[src/sv/rth_pkg.sv]
// ============================================================================
// rth_pkg: shared types and constants of the RGB to HSV converter
// Holds the hue format, the sector bases and the per-item control word that
// travels down the division chain.
// ============================================================================
package rth_pkg;

    // Default width of one color component.
    localparam int COMPONENT_BITS_DEF = 8;

    // Hue is an unsigned fraction of a full turn in units of 1/65536.
    localparam int HUE_BITS   = 16;
    // The hue offset inside a sector never exceeds 65536/6, so 14 bits hold it.
    localparam int HUE_Q_BITS = 14;

    localparam logic [HUE_BITS-1:0] HUE_BASE_RED   = 16'd0;
    localparam logic [HUE_BITS-1:0] HUE_BASE_GREEN = 16'd21845;
    localparam logic [HUE_BITS-1:0] HUE_BASE_BLUE  = 16'd43691;

    // Which component holds the maximum; red wins ties, then green.
    typedef enum logic [1:0] {
        SECT_RED,
        SECT_GREEN,
        SECT_BLUE
    } sector_t;

    // Control word of one item in flight.
    typedef struct packed {
        logic    valid;
        sector_t sector;
        logic    hue_neg;
        logic    hue_zero;
        logic    undef;
    } item_ctrl_t;

endpackage

[src/sv/rth_pixel_if.sv]
// ============================================================================
// rth_pixel_if: input channel of the RGB to HSV converter
// Carries one RGB pixel per item with a valid/ready handshake.
// ============================================================================
interface rth_pixel_if #(
    parameter int COMPONENT_BITS = rth_pkg::COMPONENT_BITS_DEF
);
    logic                      valid;
    logic                      ready;
    logic [COMPONENT_BITS-1:0] red;
    logic [COMPONENT_BITS-1:0] green;
    logic [COMPONENT_BITS-1:0] blue;

    modport source (output valid, output red, output green, output blue, input ready);
    modport sink   (input valid, input red, input green, input blue, output ready);
endinterface

[src/sv/rth_hsv_if.sv]
// ============================================================================
// rth_hsv_if: output channel of the RGB to HSV converter
// Carries one HSV result per item with a valid/ready handshake.
// ============================================================================
interface rth_hsv_if #(
    parameter int COMPONENT_BITS = rth_pkg::COMPONENT_BITS_DEF
);
    logic                         valid;
    logic                         ready;
    logic [rth_pkg::HUE_BITS-1:0] hue;
    logic [COMPONENT_BITS-1:0]    saturation;
    logic [COMPONENT_BITS-1:0]    brightness;
    logic                         hue_undefined;

    modport source (output valid, output hue, output saturation, output brightness,
                    output hue_undefined, input ready);
    modport sink   (input valid, input hue, input saturation, input brightness,
                    input hue_undefined, output ready);
endinterface

[src/sv/rgb_to_hsv_converter.sv]
// Path: each accepted pixel passes the entry register, STEPS division cells and the
// output register; STEPS is the larger of COMPONENT_BITS and 14.
// Throughput: one pixel per cycle unless hsv stalls; one quotient bit per cell.
// Reset: rst_n clears every valid flag asynchronously; data registers are not reset.
// ============================================================================
// rgb_to_hsv_converter: pipelined RGB to HSV pixel converter
// An entry stage finds max, min and sector, a chain of division cells forms
// saturation and hue offset one bit per cell, and an output stage builds hue.
// ============================================================================
module rgb_to_hsv_converter #(
    parameter int COMPONENT_BITS = rth_pkg::COMPONENT_BITS_DEF
) (
    input  logic       clk,
    input  logic       rst_n,
    rth_pixel_if.sink  pixel,
    rth_hsv_if.source  hsv
);
    localparam int W      = COMPONENT_BITS;
    localparam int STEPS  = (W > rth_pkg::HUE_Q_BITS) ? W : rth_pkg::HUE_Q_BITS;
    localparam int SAT_RW = W + STEPS;
    localparam int HUE_RW = W + STEPS + 3;

    // Links between the stages; index i feeds cell i, index STEPS feeds the output.
    rth_pkg::item_ctrl_t ctrl    [0:STEPS];
    logic                rdy     [0:STEPS];
    logic [SAT_RW-1:0]   sat_rem [0:STEPS];
    logic [SAT_RW-1:0]   sat_div [0:STEPS];
    logic [STEPS-1:0]    sat_q   [0:STEPS];
    logic [HUE_RW-1:0]   hue_rem [0:STEPS];
    logic [HUE_RW-1:0]   hue_div [0:STEPS];
    logic [STEPS-1:0]    hue_q   [0:STEPS];
    logic [W-1:0]        bright  [0:STEPS];

    rth_front #(
        .COMPONENT_BITS (W),
        .STEPS          (STEPS)
    ) u_front (
        .clk         (clk),
        .rst_n       (rst_n),
        .pixel       (pixel),
        .out_ctrl    (ctrl[0]),
        .out_ready   (rdy[0]),
        .out_sat_rem (sat_rem[0]),
        .out_sat_div (sat_div[0]),
        .out_hue_rem (hue_rem[0]),
        .out_hue_div (hue_div[0]),
        .out_bright  (bright[0])
    );

    // Quotients start empty.
    assign sat_q[0] = '0;
    assign hue_q[0] = '0;

    // Division chain, most significant quotient bit first.
    for (genvar i = 0; i < STEPS; i++)
    begin : g_cell
        rth_div_cell #(
            .COMPONENT_BITS (W),
            .STEPS          (STEPS)
        ) u_cell (
            .clk         (clk),
            .rst_n       (rst_n),
            .in_ctrl     (ctrl[i]),
            .in_ready    (rdy[i]),
            .in_sat_rem  (sat_rem[i]),
            .in_sat_div  (sat_div[i]),
            .in_sat_q    (sat_q[i]),
            .in_hue_rem  (hue_rem[i]),
            .in_hue_div  (hue_div[i]),
            .in_hue_q    (hue_q[i]),
            .in_bright   (bright[i]),
            .out_ctrl    (ctrl[i+1]),
            .out_ready   (rdy[i+1]),
            .out_sat_rem (sat_rem[i+1]),
            .out_sat_div (sat_div[i+1]),
            .out_sat_q   (sat_q[i+1]),
            .out_hue_rem (hue_rem[i+1]),
            .out_hue_div (hue_div[i+1]),
            .out_hue_q   (hue_q[i+1]),
            .out_bright  (bright[i+1])
        );
    end

    rth_back #(
        .COMPONENT_BITS (W),
        .STEPS          (STEPS)
    ) u_back (
        .clk       (clk),
        .rst_n     (rst_n),
        .in_ctrl   (ctrl[STEPS]),
        .in_ready  (rdy[STEPS]),
        .in_sat_q  (sat_q[STEPS]),
        .in_hue_q  (hue_q[STEPS]),
        .in_bright (bright[STEPS]),
        .hsv       (hsv)
    );

`ifndef SYNTHESIS
    // A black result carries zero hue, saturation and brightness.
    a_black_zero: assert property (@(posedge clk) disable iff (!rst_n)
        hsv.valid && hsv.hue_undefined |->
            hsv.hue == '0 && hsv.saturation == '0 && hsv.brightness == '0)
        else $error("black item with nonzero fields");

    // A result with defined hue has a nonzero brightness.
    a_defined_bright: assert property (@(posedge clk) disable iff (!rst_n)
        hsv.valid && !hsv.hue_undefined |-> hsv.brightness != '0)
        else $error("defined hue with zero brightness");

    // The input is refused only when the whole chain backs up from a stalled output.
    a_refuse_only_stalled: assert property (@(posedge clk) disable iff (!rst_n)
        !pixel.ready |-> hsv.valid && !hsv.ready)
        else $error("input refused while output not stalled");
`endif

endmodule

[src/sv/rth_front.sv]
// ============================================================================
// rth_front: entry stage of the RGB to HSV converter
// Finds maximum, minimum and sector of a pixel and registers the dividends
// and pre-aligned divisors for the saturation and hue divisions.
// ============================================================================
module rth_front #(
    parameter int COMPONENT_BITS = rth_pkg::COMPONENT_BITS_DEF,
    parameter int STEPS          = rth_pkg::HUE_Q_BITS
) (
    input  logic                       clk,
    input  logic                       rst_n,
    rth_pixel_if.sink                  pixel,
    output rth_pkg::item_ctrl_t        out_ctrl,
    input  logic                       out_ready,
    output logic [COMPONENT_BITS+STEPS-1:0]   out_sat_rem,
    output logic [COMPONENT_BITS+STEPS-1:0]   out_sat_div,
    output logic [COMPONENT_BITS+STEPS+2:0]   out_hue_rem,
    output logic [COMPONENT_BITS+STEPS+2:0]   out_hue_div,
    output logic [COMPONENT_BITS-1:0]         out_bright
);
    localparam int W      = COMPONENT_BITS;
    localparam int SAT_RW = W + STEPS;
    localparam int HUE_RW = W + STEPS + 3;
    localparam int HUE_B  = rth_pkg::HUE_BITS;

    logic [W-1:0]   mx;
    logic [W-1:0]   mn;
    logic [W-1:0]   delta;
    logic [W-1:0]   mag;
    logic           neg;
    logic [W+2:0]   six_delta;
    logic [2*W-1:0] sat_prod;
    logic           ready;

    rth_pkg::sector_t    sector;
    rth_pkg::item_ctrl_t ctrl_next;
    rth_pkg::item_ctrl_t ctrl_reg;

    logic [SAT_RW-1:0] sat_rem_reg;
    logic [SAT_RW-1:0] sat_div_reg;
    logic [HUE_RW-1:0] hue_rem_reg;
    logic [HUE_RW-1:0] hue_div_reg;
    logic [W-1:0]      bright_reg;

    // Maximum, minimum and the sector; red is tested first, then green.
    always_comb
    begin
        mx = pixel.red;
        if (pixel.green > mx) mx = pixel.green;
        if (pixel.blue > mx) mx = pixel.blue;
        mn = pixel.red;
        if (pixel.green < mn) mn = pixel.green;
        if (pixel.blue < mn) mn = pixel.blue;
        delta = mx - mn;

        if (pixel.red == mx)
            sector = rth_pkg::SECT_RED;
        else if (pixel.green == mx)
            sector = rth_pkg::SECT_GREEN;
        else
            sector = rth_pkg::SECT_BLUE;
    end

    // Sign and magnitude of the component difference inside the sector.
    always_comb
    begin
        case (sector)
            rth_pkg::SECT_RED:
            begin
                neg = pixel.green < pixel.blue;
                mag = neg ? pixel.blue - pixel.green : pixel.green - pixel.blue;
            end
            rth_pkg::SECT_GREEN:
            begin
                neg = pixel.blue < pixel.red;
                mag = neg ? pixel.red - pixel.blue : pixel.blue - pixel.red;
            end
            rth_pkg::SECT_BLUE:
            begin
                neg = pixel.red < pixel.green;
                mag = neg ? pixel.green - pixel.red : pixel.red - pixel.green;
            end
            default:
            begin
                neg = 1'b0;
                mag = '0;
            end
        endcase
    end

    // Dividend delta*(2^W-1) and divisor 6*delta without multipliers.
    assign sat_prod  = {delta, {W{1'b0}}} - {{W{1'b0}}, delta};
    assign six_delta = {1'b0, delta, 2'b00} + {2'b00, delta, 1'b0};

    always_comb
    begin
        ctrl_next.valid    = pixel.valid;
        ctrl_next.sector   = sector;
        ctrl_next.hue_neg  = neg;
        ctrl_next.hue_zero = (delta == '0);
        ctrl_next.undef    = (mx == '0);
    end

    assign ready       = !ctrl_reg.valid || out_ready;
    assign pixel.ready = ready;

    // Control register of the entry stage.
    always_ff @(posedge clk or negedge rst_n)
    begin
        if (!rst_n)
            ctrl_reg <= '0;
        else if (ready)
            ctrl_reg <= ctrl_next;
    end

    // Payload of the entry stage; divisors are aligned to the first quotient bit.
    always_ff @(posedge clk)
    begin
        if (ready && pixel.valid)
        begin
            sat_rem_reg <= SAT_RW'(sat_prod);
            sat_div_reg <= SAT_RW'({mx, {(STEPS-1){1'b0}}});
            hue_rem_reg <= HUE_RW'({mag, {HUE_B{1'b0}}});
            hue_div_reg <= HUE_RW'({six_delta, {(STEPS-1){1'b0}}});
            bright_reg  <= mx;
        end
    end

    assign out_ctrl    = ctrl_reg;
    assign out_sat_rem = sat_rem_reg;
    assign out_sat_div = sat_div_reg;
    assign out_hue_rem = hue_rem_reg;
    assign out_hue_div = hue_div_reg;
    assign out_bright  = bright_reg;

endmodule

[src/sv/rth_div_cell.sv]
// ============================================================================
// rth_div_cell: one cell of the division chain
// Produces one quotient bit of the saturation division and one of the hue
// division by restoring compare and subtract, then hands the item on.
// ============================================================================
module rth_div_cell #(
    parameter int COMPONENT_BITS = rth_pkg::COMPONENT_BITS_DEF,
    parameter int STEPS          = rth_pkg::HUE_Q_BITS
) (
    input  logic                              clk,
    input  logic                              rst_n,
    input  rth_pkg::item_ctrl_t               in_ctrl,
    output logic                              in_ready,
    input  logic [COMPONENT_BITS+STEPS-1:0]   in_sat_rem,
    input  logic [COMPONENT_BITS+STEPS-1:0]   in_sat_div,
    input  logic [STEPS-1:0]                  in_sat_q,
    input  logic [COMPONENT_BITS+STEPS+2:0]   in_hue_rem,
    input  logic [COMPONENT_BITS+STEPS+2:0]   in_hue_div,
    input  logic [STEPS-1:0]                  in_hue_q,
    input  logic [COMPONENT_BITS-1:0]         in_bright,
    output rth_pkg::item_ctrl_t               out_ctrl,
    input  logic                              out_ready,
    output logic [COMPONENT_BITS+STEPS-1:0]   out_sat_rem,
    output logic [COMPONENT_BITS+STEPS-1:0]   out_sat_div,
    output logic [STEPS-1:0]                  out_sat_q,
    output logic [COMPONENT_BITS+STEPS+2:0]   out_hue_rem,
    output logic [COMPONENT_BITS+STEPS+2:0]   out_hue_div,
    output logic [STEPS-1:0]                  out_hue_q,
    output logic [COMPONENT_BITS-1:0]         out_bright
);
    localparam int W      = COMPONENT_BITS;
    localparam int SAT_RW = W + STEPS;
    localparam int HUE_RW = W + STEPS + 3;

    logic              ready;
    logic              sat_ge;
    logic              hue_ge;

    rth_pkg::item_ctrl_t ctrl_reg;

    logic [SAT_RW-1:0] sat_rem_next;
    logic [HUE_RW-1:0] hue_rem_next;
    logic [SAT_RW-1:0] sat_rem_reg;
    logic [SAT_RW-1:0] sat_div_reg;
    logic [STEPS-1:0]  sat_q_reg;
    logic [HUE_RW-1:0] hue_rem_reg;
    logic [HUE_RW-1:0] hue_div_reg;
    logic [STEPS-1:0]  hue_q_reg;
    logic [W-1:0]      bright_reg;

    // One restoring step of each division.
    assign sat_ge       = in_sat_rem >= in_sat_div;
    assign sat_rem_next = sat_ge ? in_sat_rem - in_sat_div : in_sat_rem;
    assign hue_ge       = in_hue_rem >= in_hue_div;
    assign hue_rem_next = hue_ge ? in_hue_rem - in_hue_div : in_hue_rem;

    assign ready    = !ctrl_reg.valid || out_ready;
    assign in_ready = ready;

    // Control register; an empty cell or a moving chain takes the next item.
    always_ff @(posedge clk or negedge rst_n)
    begin
        if (!rst_n)
            ctrl_reg <= '0;
        else if (ready)
            ctrl_reg <= in_ctrl;
    end

    // Partial remainders, shifted divisors and growing quotients.
    always_ff @(posedge clk)
    begin
        if (ready && in_ctrl.valid)
        begin
            sat_rem_reg <= sat_rem_next;
            sat_div_reg <= in_sat_div >> 1;
            sat_q_reg   <= {in_sat_q[STEPS-2:0], sat_ge};
            hue_rem_reg <= hue_rem_next;
            hue_div_reg <= in_hue_div >> 1;
            hue_q_reg   <= {in_hue_q[STEPS-2:0], hue_ge};
            bright_reg  <= in_bright;
        end
    end

    assign out_ctrl    = ctrl_reg;
    assign out_sat_rem = sat_rem_reg;
    assign out_sat_div = sat_div_reg;
    assign out_sat_q   = sat_q_reg;
    assign out_hue_rem = hue_rem_reg;
    assign out_hue_div = hue_div_reg;
    assign out_hue_q   = hue_q_reg;
    assign out_bright  = bright_reg;

endmodule

[src/sv/rth_back.sv]
// ============================================================================
// rth_back: output stage of the RGB to HSV converter
// Adds the signed sector offset to the sector base, applies the black and
// gray cases and holds the result item until it is taken.
// ============================================================================
module rth_back #(
    parameter int COMPONENT_BITS = rth_pkg::COMPONENT_BITS_DEF,
    parameter int STEPS          = rth_pkg::HUE_Q_BITS
) (
    input  logic                        clk,
    input  logic                        rst_n,
    input  rth_pkg::item_ctrl_t         in_ctrl,
    output logic                        in_ready,
    input  logic [STEPS-1:0]            in_sat_q,
    input  logic [STEPS-1:0]            in_hue_q,
    input  logic [COMPONENT_BITS-1:0]   in_bright,
    rth_hsv_if.source                   hsv
);
    localparam int W     = COMPONENT_BITS;
    localparam int HUE_B = rth_pkg::HUE_BITS;

    logic             ready;
    logic [HUE_B-1:0] q_ext;
    logic [HUE_B-1:0] offset;
    logic [HUE_B-1:0] base;
    logic [HUE_B-1:0] hue_next;
    logic [W-1:0]     sat_next;

    logic             valid_reg;
    logic [HUE_B-1:0] hue_reg;
    logic [W-1:0]     sat_reg;
    logic [W-1:0]     bright_reg;
    logic             undef_reg;

    // Sector base plus the signed offset, wrapping modulo a full turn.
    always_comb
    begin
        case (in_ctrl.sector)
            rth_pkg::SECT_RED:   base = rth_pkg::HUE_BASE_RED;
            rth_pkg::SECT_GREEN: base = rth_pkg::HUE_BASE_GREEN;
            rth_pkg::SECT_BLUE:  base = rth_pkg::HUE_BASE_BLUE;
            default:             base = '0;
        endcase
    end

    assign q_ext    = HUE_B'(in_hue_q);
    assign offset   = in_ctrl.hue_neg ? (~q_ext + 1'b1) : q_ext;
    assign hue_next = in_ctrl.hue_zero ? '0 : base + offset;
    assign sat_next = in_ctrl.undef ? '0 : W'(in_sat_q);

    assign ready    = !valid_reg || hsv.ready;
    assign in_ready = ready;

    // Output valid flag.
    always_ff @(posedge clk or negedge rst_n)
    begin
        if (!rst_n)
            valid_reg <= 1'b0;
        else if (ready)
            valid_reg <= in_ctrl.valid;
    end

    // Output payload register.
    always_ff @(posedge clk)
    begin
        if (ready && in_ctrl.valid)
        begin
            hue_reg    <= hue_next;
            sat_reg    <= sat_next;
            bright_reg <= in_bright;
            undef_reg  <= in_ctrl.undef;
        end
    end

    assign hsv.valid         = valid_reg;
    assign hsv.hue           = hue_reg;
    assign hsv.saturation    = sat_reg;
    assign hsv.brightness    = bright_reg;
    assign hsv.hue_undefined = undef_reg;

endmodule
[src/flat_wrapper.sv]
// flat-port wrapper written by rule: the top's interface ports become plain ports
module rgb_to_hsv_converter_flat 
#(
    parameter int COMPONENT_BITS = rth_pkg::COMPONENT_BITS_DEF
)
  (clk, rst_n, pixel_valid, pixel_red, pixel_green, pixel_blue, pixel_ready, hsv_valid, hsv_hue, hsv_saturation, hsv_brightness, hsv_hue_undefined, hsv_ready);
  rth_pixel_if #(.COMPONENT_BITS(COMPONENT_BITS)) pixel_i ();
  rth_hsv_if #(.COMPONENT_BITS(COMPONENT_BITS)) hsv_i ();
  input  logic clk;
  input  logic rst_n;
  input wire logic [$bits(pixel_i.valid)-1:0] pixel_valid;
  input wire logic [$bits(pixel_i.red)-1:0] pixel_red;
  input wire logic [$bits(pixel_i.green)-1:0] pixel_green;
  input wire logic [$bits(pixel_i.blue)-1:0] pixel_blue;
  output wire logic [$bits(pixel_i.ready)-1:0] pixel_ready;
  output wire logic [$bits(hsv_i.valid)-1:0] hsv_valid;
  output wire logic [$bits(hsv_i.hue)-1:0] hsv_hue;
  output wire logic [$bits(hsv_i.saturation)-1:0] hsv_saturation;
  output wire logic [$bits(hsv_i.brightness)-1:0] hsv_brightness;
  output wire logic [$bits(hsv_i.hue_undefined)-1:0] hsv_hue_undefined;
  input wire logic [$bits(hsv_i.ready)-1:0] hsv_ready;
  assign pixel_i.valid = pixel_valid;
  assign pixel_i.red = pixel_red;
  assign pixel_i.green = pixel_green;
  assign pixel_i.blue = pixel_blue;
  assign pixel_ready = pixel_i.ready;
  assign hsv_valid = hsv_i.valid;
  assign hsv_hue = hsv_i.hue;
  assign hsv_saturation = hsv_i.saturation;
  assign hsv_brightness = hsv_i.brightness;
  assign hsv_hue_undefined = hsv_i.hue_undefined;
  assign hsv_i.ready = hsv_ready;
  rgb_to_hsv_converter #(.COMPONENT_BITS(COMPONENT_BITS)) u_core (.clk(clk), .rst_n(rst_n), .pixel(pixel_i), .hsv(hsv_i));
endmodule
[config.mk]
export PLATFORM = sky130hd
export DESIGN_NAME = rgb_to_hsv_converter_flat
export DESIGN_NICKNAME = d
export VERILOG_FILES = /design/src/sv/rth_pkg.sv /design/src/sv/rth_pixel_if.sv /design/src/sv/rth_hsv_if.sv /design/src/sv/rgb_to_hsv_converter.sv /design/src/sv/rth_front.sv /design/src/sv/rth_div_cell.sv /design/src/sv/rth_back.sv /design/src/flat_wrapper.sv
export SDC_FILE = /design/constraint.sdc
export NUM_CORES = 2
export LEC_CHECK = 0
export BUFFER_PORTS_ARGS = -buffer_cell sky130_fd_sc_hd__buf_2
export CAP_MARGIN = 15
export CORE_MARGIN = 2
export CORE_UTILIZATION = 40
export DETAILED_ROUTE_END_ITERATION = 6
export PLACE_DENSITY_LB_ADDON = 0.25
export SLEW_MARGIN = 0
export SYNTH_ARGS = -nofsm -noshare
export SYNTH_HDL_FRONTEND = slang
export SYNTH_SLANG_ARGS = --single-unit
[constraint.sdc]
create_clock -name clk -period 12.5 [get_ports clk]
set_input_delay 1.25 -clock clk [delete_from_list [all_inputs] [get_ports clk]]
set_output_delay 1.25 -clock clk [all_outputs]
set_load 0.02 [all_outputs]
Word-level counts from Yosys, hierarchy flattened
Index checks and enable logic that the tools add are counted.
{"block": "word_totals", "reg_bits": 1174, "ramBits": 0, "rom_bits": 0, "latch_bits": 0, "mem_count": 0, "in_bits": 28}
{"block": "classes", "n_bitwise": 1, "div_mod_pow": 0, "n_mux": 39, "n_lt_le_gt_ge": 35, "n_shift": 0, "addsub": 37, "n_mul": 0, "eq_ne": 6, "n_reduce_logical": 51}
{"operator": "25-bit 2-to-1 mux", "n": 12}
{"operator": "22-bit 2-to-1 mux", "n": 12}
{"operator": "8-bit 2-to-1 mux", "n": 7}
{"operator": "8-bit subtractor", "n": 7}
{"operator": "8-bit less-than comparator", "n": 5}
{"operator": "16-bit 2-to-1 mux", "n": 2}
{"operator": "16-bit case mux with 2 select lines", "n": 1}
{"operator": "25-bit by 11-bit >= comparator with 1-bit output", "n": 1}
{"operator": "25-bit by 12-bit >= comparator with 1-bit output", "n": 1}
{"operator": "25-bit by 13-bit >= comparator with 1-bit output", "n": 1}
{"operator": "25-bit by 14-bit >= comparator with 1-bit output", "n": 1}
{"operator": "25-bit by 15-bit >= comparator with 1-bit output", "n": 1}
{"operator": "25-bit by 16-bit >= comparator with 1-bit output", "n": 1}
{"operator": "25-bit by 17-bit >= comparator with 1-bit output", "n": 1}
{"operator": "25-bit by 18-bit >= comparator with 1-bit output", "n": 1}
{"operator": "25-bit by 19-bit >= comparator with 1-bit output", "n": 1}
{"operator": "25-bit by 20-bit >= comparator with 1-bit output", "n": 1}
{"operator": "25-bit by 21-bit >= comparator with 1-bit output", "n": 1}
{"operator": "25-bit by 22-bit >= comparator with 1-bit output", "n": 1}
{"operator": "25-bit by 23-bit >= comparator with 1-bit output", "n": 1}
{"operator": "24-bit by 24-bit subtractor with 25-bit output", "n": 1}
{"operator": "25-bit by 12-bit subtractor with 25-bit output", "n": 1}
{"operator": "25-bit by 13-bit subtractor with 25-bit output", "n": 1}
{"operator": "25-bit by 14-bit subtractor with 25-bit output", "n": 1}
{"operator": "other kinds (55)", "n": 106}

Longest topological paths before layout
{"block": "logic_depth", "ltp_word": 18, "depth_mapped": 35, "depth_no_buf": 33}

By module
From an unflattened synthesis, not the netlist that was laid out.
{"block": "hier_totals", "cells_unflattened": 9667, "hier_area_um2": 111294.2}
{"module": "rth_div_cell (u_core.g_cell[3].u_cell ...)", "cells_per_inst": 605, "instances": 7, "seq_area_each_um2": 3993.8, "area_per_inst_um2": 7070.5}
{"module": "rth_div_cell (u_core.g_cell[11].u_cell ...)", "cells_per_inst": 652, "instances": 5, "seq_area_each_um2": 3993.8, "area_per_inst_um2": 7762.4}
{"module": "rth_div_cell (u_core.g_cell[0].u_cell ...)", "cells_per_inst": 625, "instances": 2, "seq_area_each_um2": 3993.8, "area_per_inst_um2": 7287.0}
{"module": "rth_front", "cells_per_inst": 721, "instances": 1, "seq_area_each_um2": 1351.3, "area_per_inst_um2": 6254.7}
{"module": "rth_back", "cells_per_inst": 200, "instances": 1, "seq_area_each_um2": 1016.0, "area_per_inst_um2": 2155.8}
{"module": "rgb_to_hsv_converter", "cells_per_inst": 1, "instances": 1, "seq_area_each_um2": 0.0, "area_per_inst_um2": 3.8}

Worst setup path after synthesis
OpenSTA, ideal clock, no wires.
{"block": "synth_timing", "kind": "input to register", "from": "input port pixel_green[0]", "to": "register u_core.u_front.hue_div_reg[22] (netlist: u_core.u_front.out_hue_div[22]), data pin", "path_slack_ps": 5343, "path_buffers": 2, "t_required_ps": 12235, "arrival_ps": 6892, "stages": 33, "cell_sequence": "inv_1 ha_1 inv_1 fa_1 nand3_1 a21oi_4 o21ai_4 clkbuf_1 nor2_1 a21oi_1 ha_1 a21oi_1 nor2b_1 o21ai_0 nand2b_1 a311oi_1 o31a_1 buf_2 nor2_2 a21oi_4 inv_1 ha_1 fa_1 nand2b_1 o21bai_1 xor2_1 inv_1 ha_1 nand2_1 o21ai_0 nand2_1 o21ai_1 xnor2_1"}
{"block": "synth_between", "elab_chain_len": 6}
{"element": "from (decl)", "line_no": "flat_wrapper.sv:13", "text": "input wire logic [$bits(pixel_i.green)-1:0] pixel_green;"}
{"element": "8-bit greater-than comparator", "line_no": "rth_front.sv:49", "text": "if (pixel.green > mx) mx = pixel.green;"}
{"element": "8-bit 2-to-1 mux *", "line_no": "rth_front.sv:49"}
{"element": "8-bit greater-than comparator", "line_no": "rth_front.sv:50", "text": "if (pixel.blue > mx) mx = pixel.blue;"}
{"element": "8-bit 2-to-1 mux *", "line_no": "rth_front.sv:50"}
{"element": "via u_core.u_front.mx[0]", "line_no": "rth_front.sv:26", "text": "logic [W-1:0] mx;"}
{"element": "8-bit subtractor *", "line_no": "rth_front.sv:54", "text": "delta = mx - mn;"}
{"element": "10-bit by 9-bit adder with 11-bit output *", "line_no": "rth_front.sv:93", "text": "assign six_delta = {1'b0, delta, 2'b00} + {2'b00, delta, 1'b0};"}
{"element": "via u_core.u_front.six_delta[9]", "line_no": "rth_front.sv:31", "text": "logic [W+2:0] six_delta;"}
{"element": "to (signal assigned)", "line_no": "rth_front.sv:124", "text": "hue_div_reg <= HUE_RW'({six_delta, {(STEPS-1){1'b0}}});"}
{"element": "to (decl)", "line_no": "rth_front.sv:42", "text": "logic [HUE_RW-1:0] hue_div_reg;"}
Mark *: on every way through the listed nets, which the timed path passes. The rest lies on a longest branch.
A chain may end at the register's enable or synchronous reset.

Worst setup path after layout
{"block": "layout_timing", "from": "input port pixel_green[0]", "to": "register u_core.u_front.hue_div_reg[23] (netlist: u_core.u_front.out_hue_div[23]), data pin"}
The elaborated chain is that of the path after synthesis.

==> results.json <==
{
  "outcome": "finished clean",
  "htree_levels": 3,
  "start_kind": "primary input",
  "hold_buffers": 0,
  "netlist_area_um2": 52660,
  "largest_reg_flops": 278,
  "die-height_um": 366.8,
  "cp_top_family": "compound AO/OA/AOI/OAI gates",
  "numCtsBuffers": 111,
  "grt_max_degree": 80,
  "irDropWorstVdd_mv": 0.1143,
  "critical_path_buf_inv_count": 4,
  "clock_path_buffers": 3,
  "synth.ff_latch_count": 1029,
  "p_per_area_nw_per_um2": 234.2,
  "grt_first_pass_wirelength_um": 152700,
  "synth_warnings": 0,
  "grt_pass1_vias": 31700,
  "clk_latency_ns": 0.70,
  "async_reset_ff_frac": 0.08844,
  "max_cap_violations": 0,
  "cts_setup_buffers": 0,
  "fmax_mhz": 128.0,
  "avgSynthCellArea_um2": 12.03,
  "p_sw_frac": 0.3277,
  "slew_headroom": 0.2622,
  "wl_per_cell_um": 14.44,
  "drtIter0Drc": 1261,
  "synth_cell_type_count": 84,
  "firstDrtPassIters": 5,
  "io_pins": 63,
  "p_int_mw": 9.276,
  "gp_congestion": 0.8869,
  "dp_hpwl_um": 70690,
  "slowest_stage": "xor2_1",
  "synth_cells": 4378,
  "antenna_found_initial": 1,
  "hold_viol_final": 0,
  "slowest_delay_ns": 0.89,
  "cpMostUsedCell": "ha_1",
  "area.growth.synth_to_final_pct": 11.88,
  "finalMaxSlewViolations": 0,
  "port-buffer-count": 62,
  "cp_data_required_time_ns": 12.95,
  "cp.depth": 29,
  "crit_path_start": "pixel_green[0]",
  "r2r_start": "u_core.u_back.hsv.valid",
  "setup_violations": 0,
  "cts_tree": "yes",
  "synth_nets": 4785,
  "core_area_um2": 131100,
  "cts_sinks": 1029,
  "die-area_um2": 134600,
  "rsz0062_at_grt": "no",
  "ctsResizeCount": 0,
  "drt-total-wl_um": 92090,
  "p_comb_frac": 0.340,
  "seqPwrFrac": 0.425,
  "r2r-end": "u_core.u_front.out_sat_rem[5]",
  "clock_skew_ns": 0.03117,
  "critPathMaxFanout": 16,
  "worstSetupPathType": "in2reg",
  "clk_pin_slew_ns": 0.06,
  "rrSetupSlack_ns": 6.73,
  "fin_nets": 4931,
  "synthFlopType": "edfxtp_1",
  "dr_total_vias": 31170,
  "arrival_ns": 8.26,
  "post-route-period-util": 0.6252,
  "gr-total-overflow": 0,
  "ys_seq_area_frac": 0.5782,
  "drcViolationCount": 0,
  "via_per_inst": 4.886,
  "crit_end": "u_core.u_front.out_hue_div[23]",
  "cts_root_buffer": "clkbuf_16",
  "placementRows": 133,
  "hp-class": "in2async",
  "postRouteAntennaNets": 0,
  "diodes": 0,
  "synth_edf_count": 938,
  "drive_gt1_frac": 0.08544,
  "power.switching_mw": 4.521,
  "die_w_um": 366.8,
  "fin_setup_tns_ns": 0,
  "clkPwrFrac": 0.234,
  "grt_usage": 0.1371,
  "tightest_slew_ns": 1.103,
  "rr_worst_depth": 11,
  "p_leak_nw": 23.14,
  "end_kind": "flip-flop",
  "period_needed_ns": 7.815,
  "start_util": 0.4015,
  "power_mw": 13.80
}
-- cell families (layout without fill, tap and decap cells) --
logic type,count (synthesis),count (layout),synth area share
multiplexers,107,107,0.02215
XOR/XNOR,374,374,0.06235
flip-flops,1029,1029,0.5782
AND/OR/NAND/NOR,1206,1206,0.1141
buffers and inverters,502,747,0.03602
adder cells (fa/ha/maj),380,380,0.09512
AO/OA/AOI/OAI,780,780,0.09210
-- worst min-delay path by stage --
stage / from / end / depth (start not counted)
after floorplan: u_core.g_cell[9].u_cell.out_hue_q[9] / u_core.g_cell[10].u_cell.out_hue_q[10] / 0
after global placement: u_core.g_cell[10].u_cell.out_sat_q[0] / u_core.g_cell[11].u_cell.out_sat_q[1] / 0
after detailed placement: u_core.g_cell[9].u_cell.out_hue_q[2] / u_core.g_cell[10].u_cell.out_hue_q[3] / 0
after CTS: rst_n / u_core.u_front.out_ctrl[5] / 1
after global routing: rst_n / u_core.u_front.out_ctrl[5] / 1
final: rst_n / u_core.u_front.out_ctrl[5] / 1
-- layer usage --
metal,track usage,part of all wire
met5,0,0
met4,0.05344,0.031
met3,0.02081,0.029
met2,0.2663,0.54
met1,0.1472,0.40
-- synth_stat cells, drive strengths merged, types with 9 or more instances --
library cell,instances,area [um2]
mux2,76,855.8
a2111oi,9,78.83
xnor2,238,2085
a21oi,209,1076
edfxtp,938,28170
dfrtp,91,2277
o21bai,20,150.1
and2,33,206.5
a21o,121,908.4
o21a,10,75.07
or3,29,181.4
a211oi,18,135.1
nor3,79,421.7
and3,11,68.82
clkbuf,50,187.7
o21ai,243,1239
fa,34,680.7
nand2,344,1291
nand2b,90,563.0
ha,345,4317
xor2,136,1199
a21boi,41,307.8
or4,20,150.1
o31ai,56,425.4
nor2b,92,575.6
nor2,282,1064
or2,12,75.08
inv,445,1670
mux2i,31,310.3
nor4,65,427.9
nand4,53,346.6
nand3,51,255.2
nand3b,15,112.6
-- layout by cell type, fill, tap and decap left out, types with 20 or more instances in the layout --
| cell | Yosys | routed |
|---|---|---|
| a21oi_1 | 205 | 204 |
| nor3_1 | 75 | 74 |
| nor4_1 | 63 | 62 |
| and2_1 | 33 | 23 |
| nand2b_1 | 90 | 90 |
| o21bai_1 | 20 | 20 |
| fa_1 | 34 | 34 |
| nor2b_1 | 92 | 89 |
| o31ai_1 | 55 | 55 |
| inv_1 | 444 | 444 |
| or3_1 | 29 | 29 |
| a21boi_0 | 40 | 39 |
| nand2_1 | 344 | 344 |
| mux2_2 | 76 | 76 |
| nand3_1 | 51 | 51 |
| clkbuf_16 | 0 | 113 |
| or4_1 | 20 | 20 |
| edfxtp_1 | 938 | 938 |
| xor2_1 | 135 | 135 |
| nor2_1 | 280 | 279 |
| o21ai_0 | 232 | 232 |
| nand4_1 | 52 | 52 |
| mux2i_1 | 31 | 31 |
| buf_2 | 4 | 61 |
| a21o_1 | 121 | 121 |
| clkinv_2 | 0 | 26 |
| xnor2_1 | 238 | 238 |
| clkinv_1 | 0 | 22 |
| dfrtp_1 | 91 | 91 |
| ha_1 | 345 | 345 |
| buf_4 | 0 | 29 |
-- metrics by stage --
step | instances | instance area, um2 | util | setup slack, ns | hold slack, ns
final | 6378 | 58910 | 0.4493 | 4.685 | 0.3998
after global routing | 6378 | 58910 | 0.4493 | 4.243 | 0.3614
after CTS | 6374 | 58880 | 0.4490 | 4.794 | 0.3312
after detailed placement | 6162 | 55190 | 0.4208 | 4.045 | 0.4045
after global placement | 6162 | 55190 | 0.4208 | 4.023 | 0.4016
after floorplan | 4378 | 52660 | - | 5.343 | 0.4003
-- power groups by stage --
stage / combinational (mW) / sequential (mW) / clock, mW
after global placement: 4.64 / 5.92 / 0
final: 4.69 / 5.87 / 3.23
after global routing: 5.37 / 6.00 / 3.49
after detailed placement: 4.73 / 5.94 / 0
after CTS: 4.75 / 5.88 / 3.35
after floorplan: 3.74 / 5.80 / 0
-- worst register-to-register path, stage by stage (launching register included) --
cell	delay, ns
dfrtp_1	0.35
nor2b_1	0.20
nand3_1	0.32
nor2_2	0.51
nand2_1	0.32
nor2_1	0.77
nand4_1	0.43
nor2_1	0.78
nand2_1	0.36
nor2_1	0.47
inv_1	0.27
and2_2	0.56
-- final cells by class --
type	count	area (um2)
inverter	445	1670
timing repair buffer	90	523.0
clock buffer	134	2937
fill	12010	72220
tap	1755	2196
sequential	1029	30440
clock inverter	78	759.5
multi-input combinational	2847	20380
Note: power is estimated with default switching activity, not from simulation.
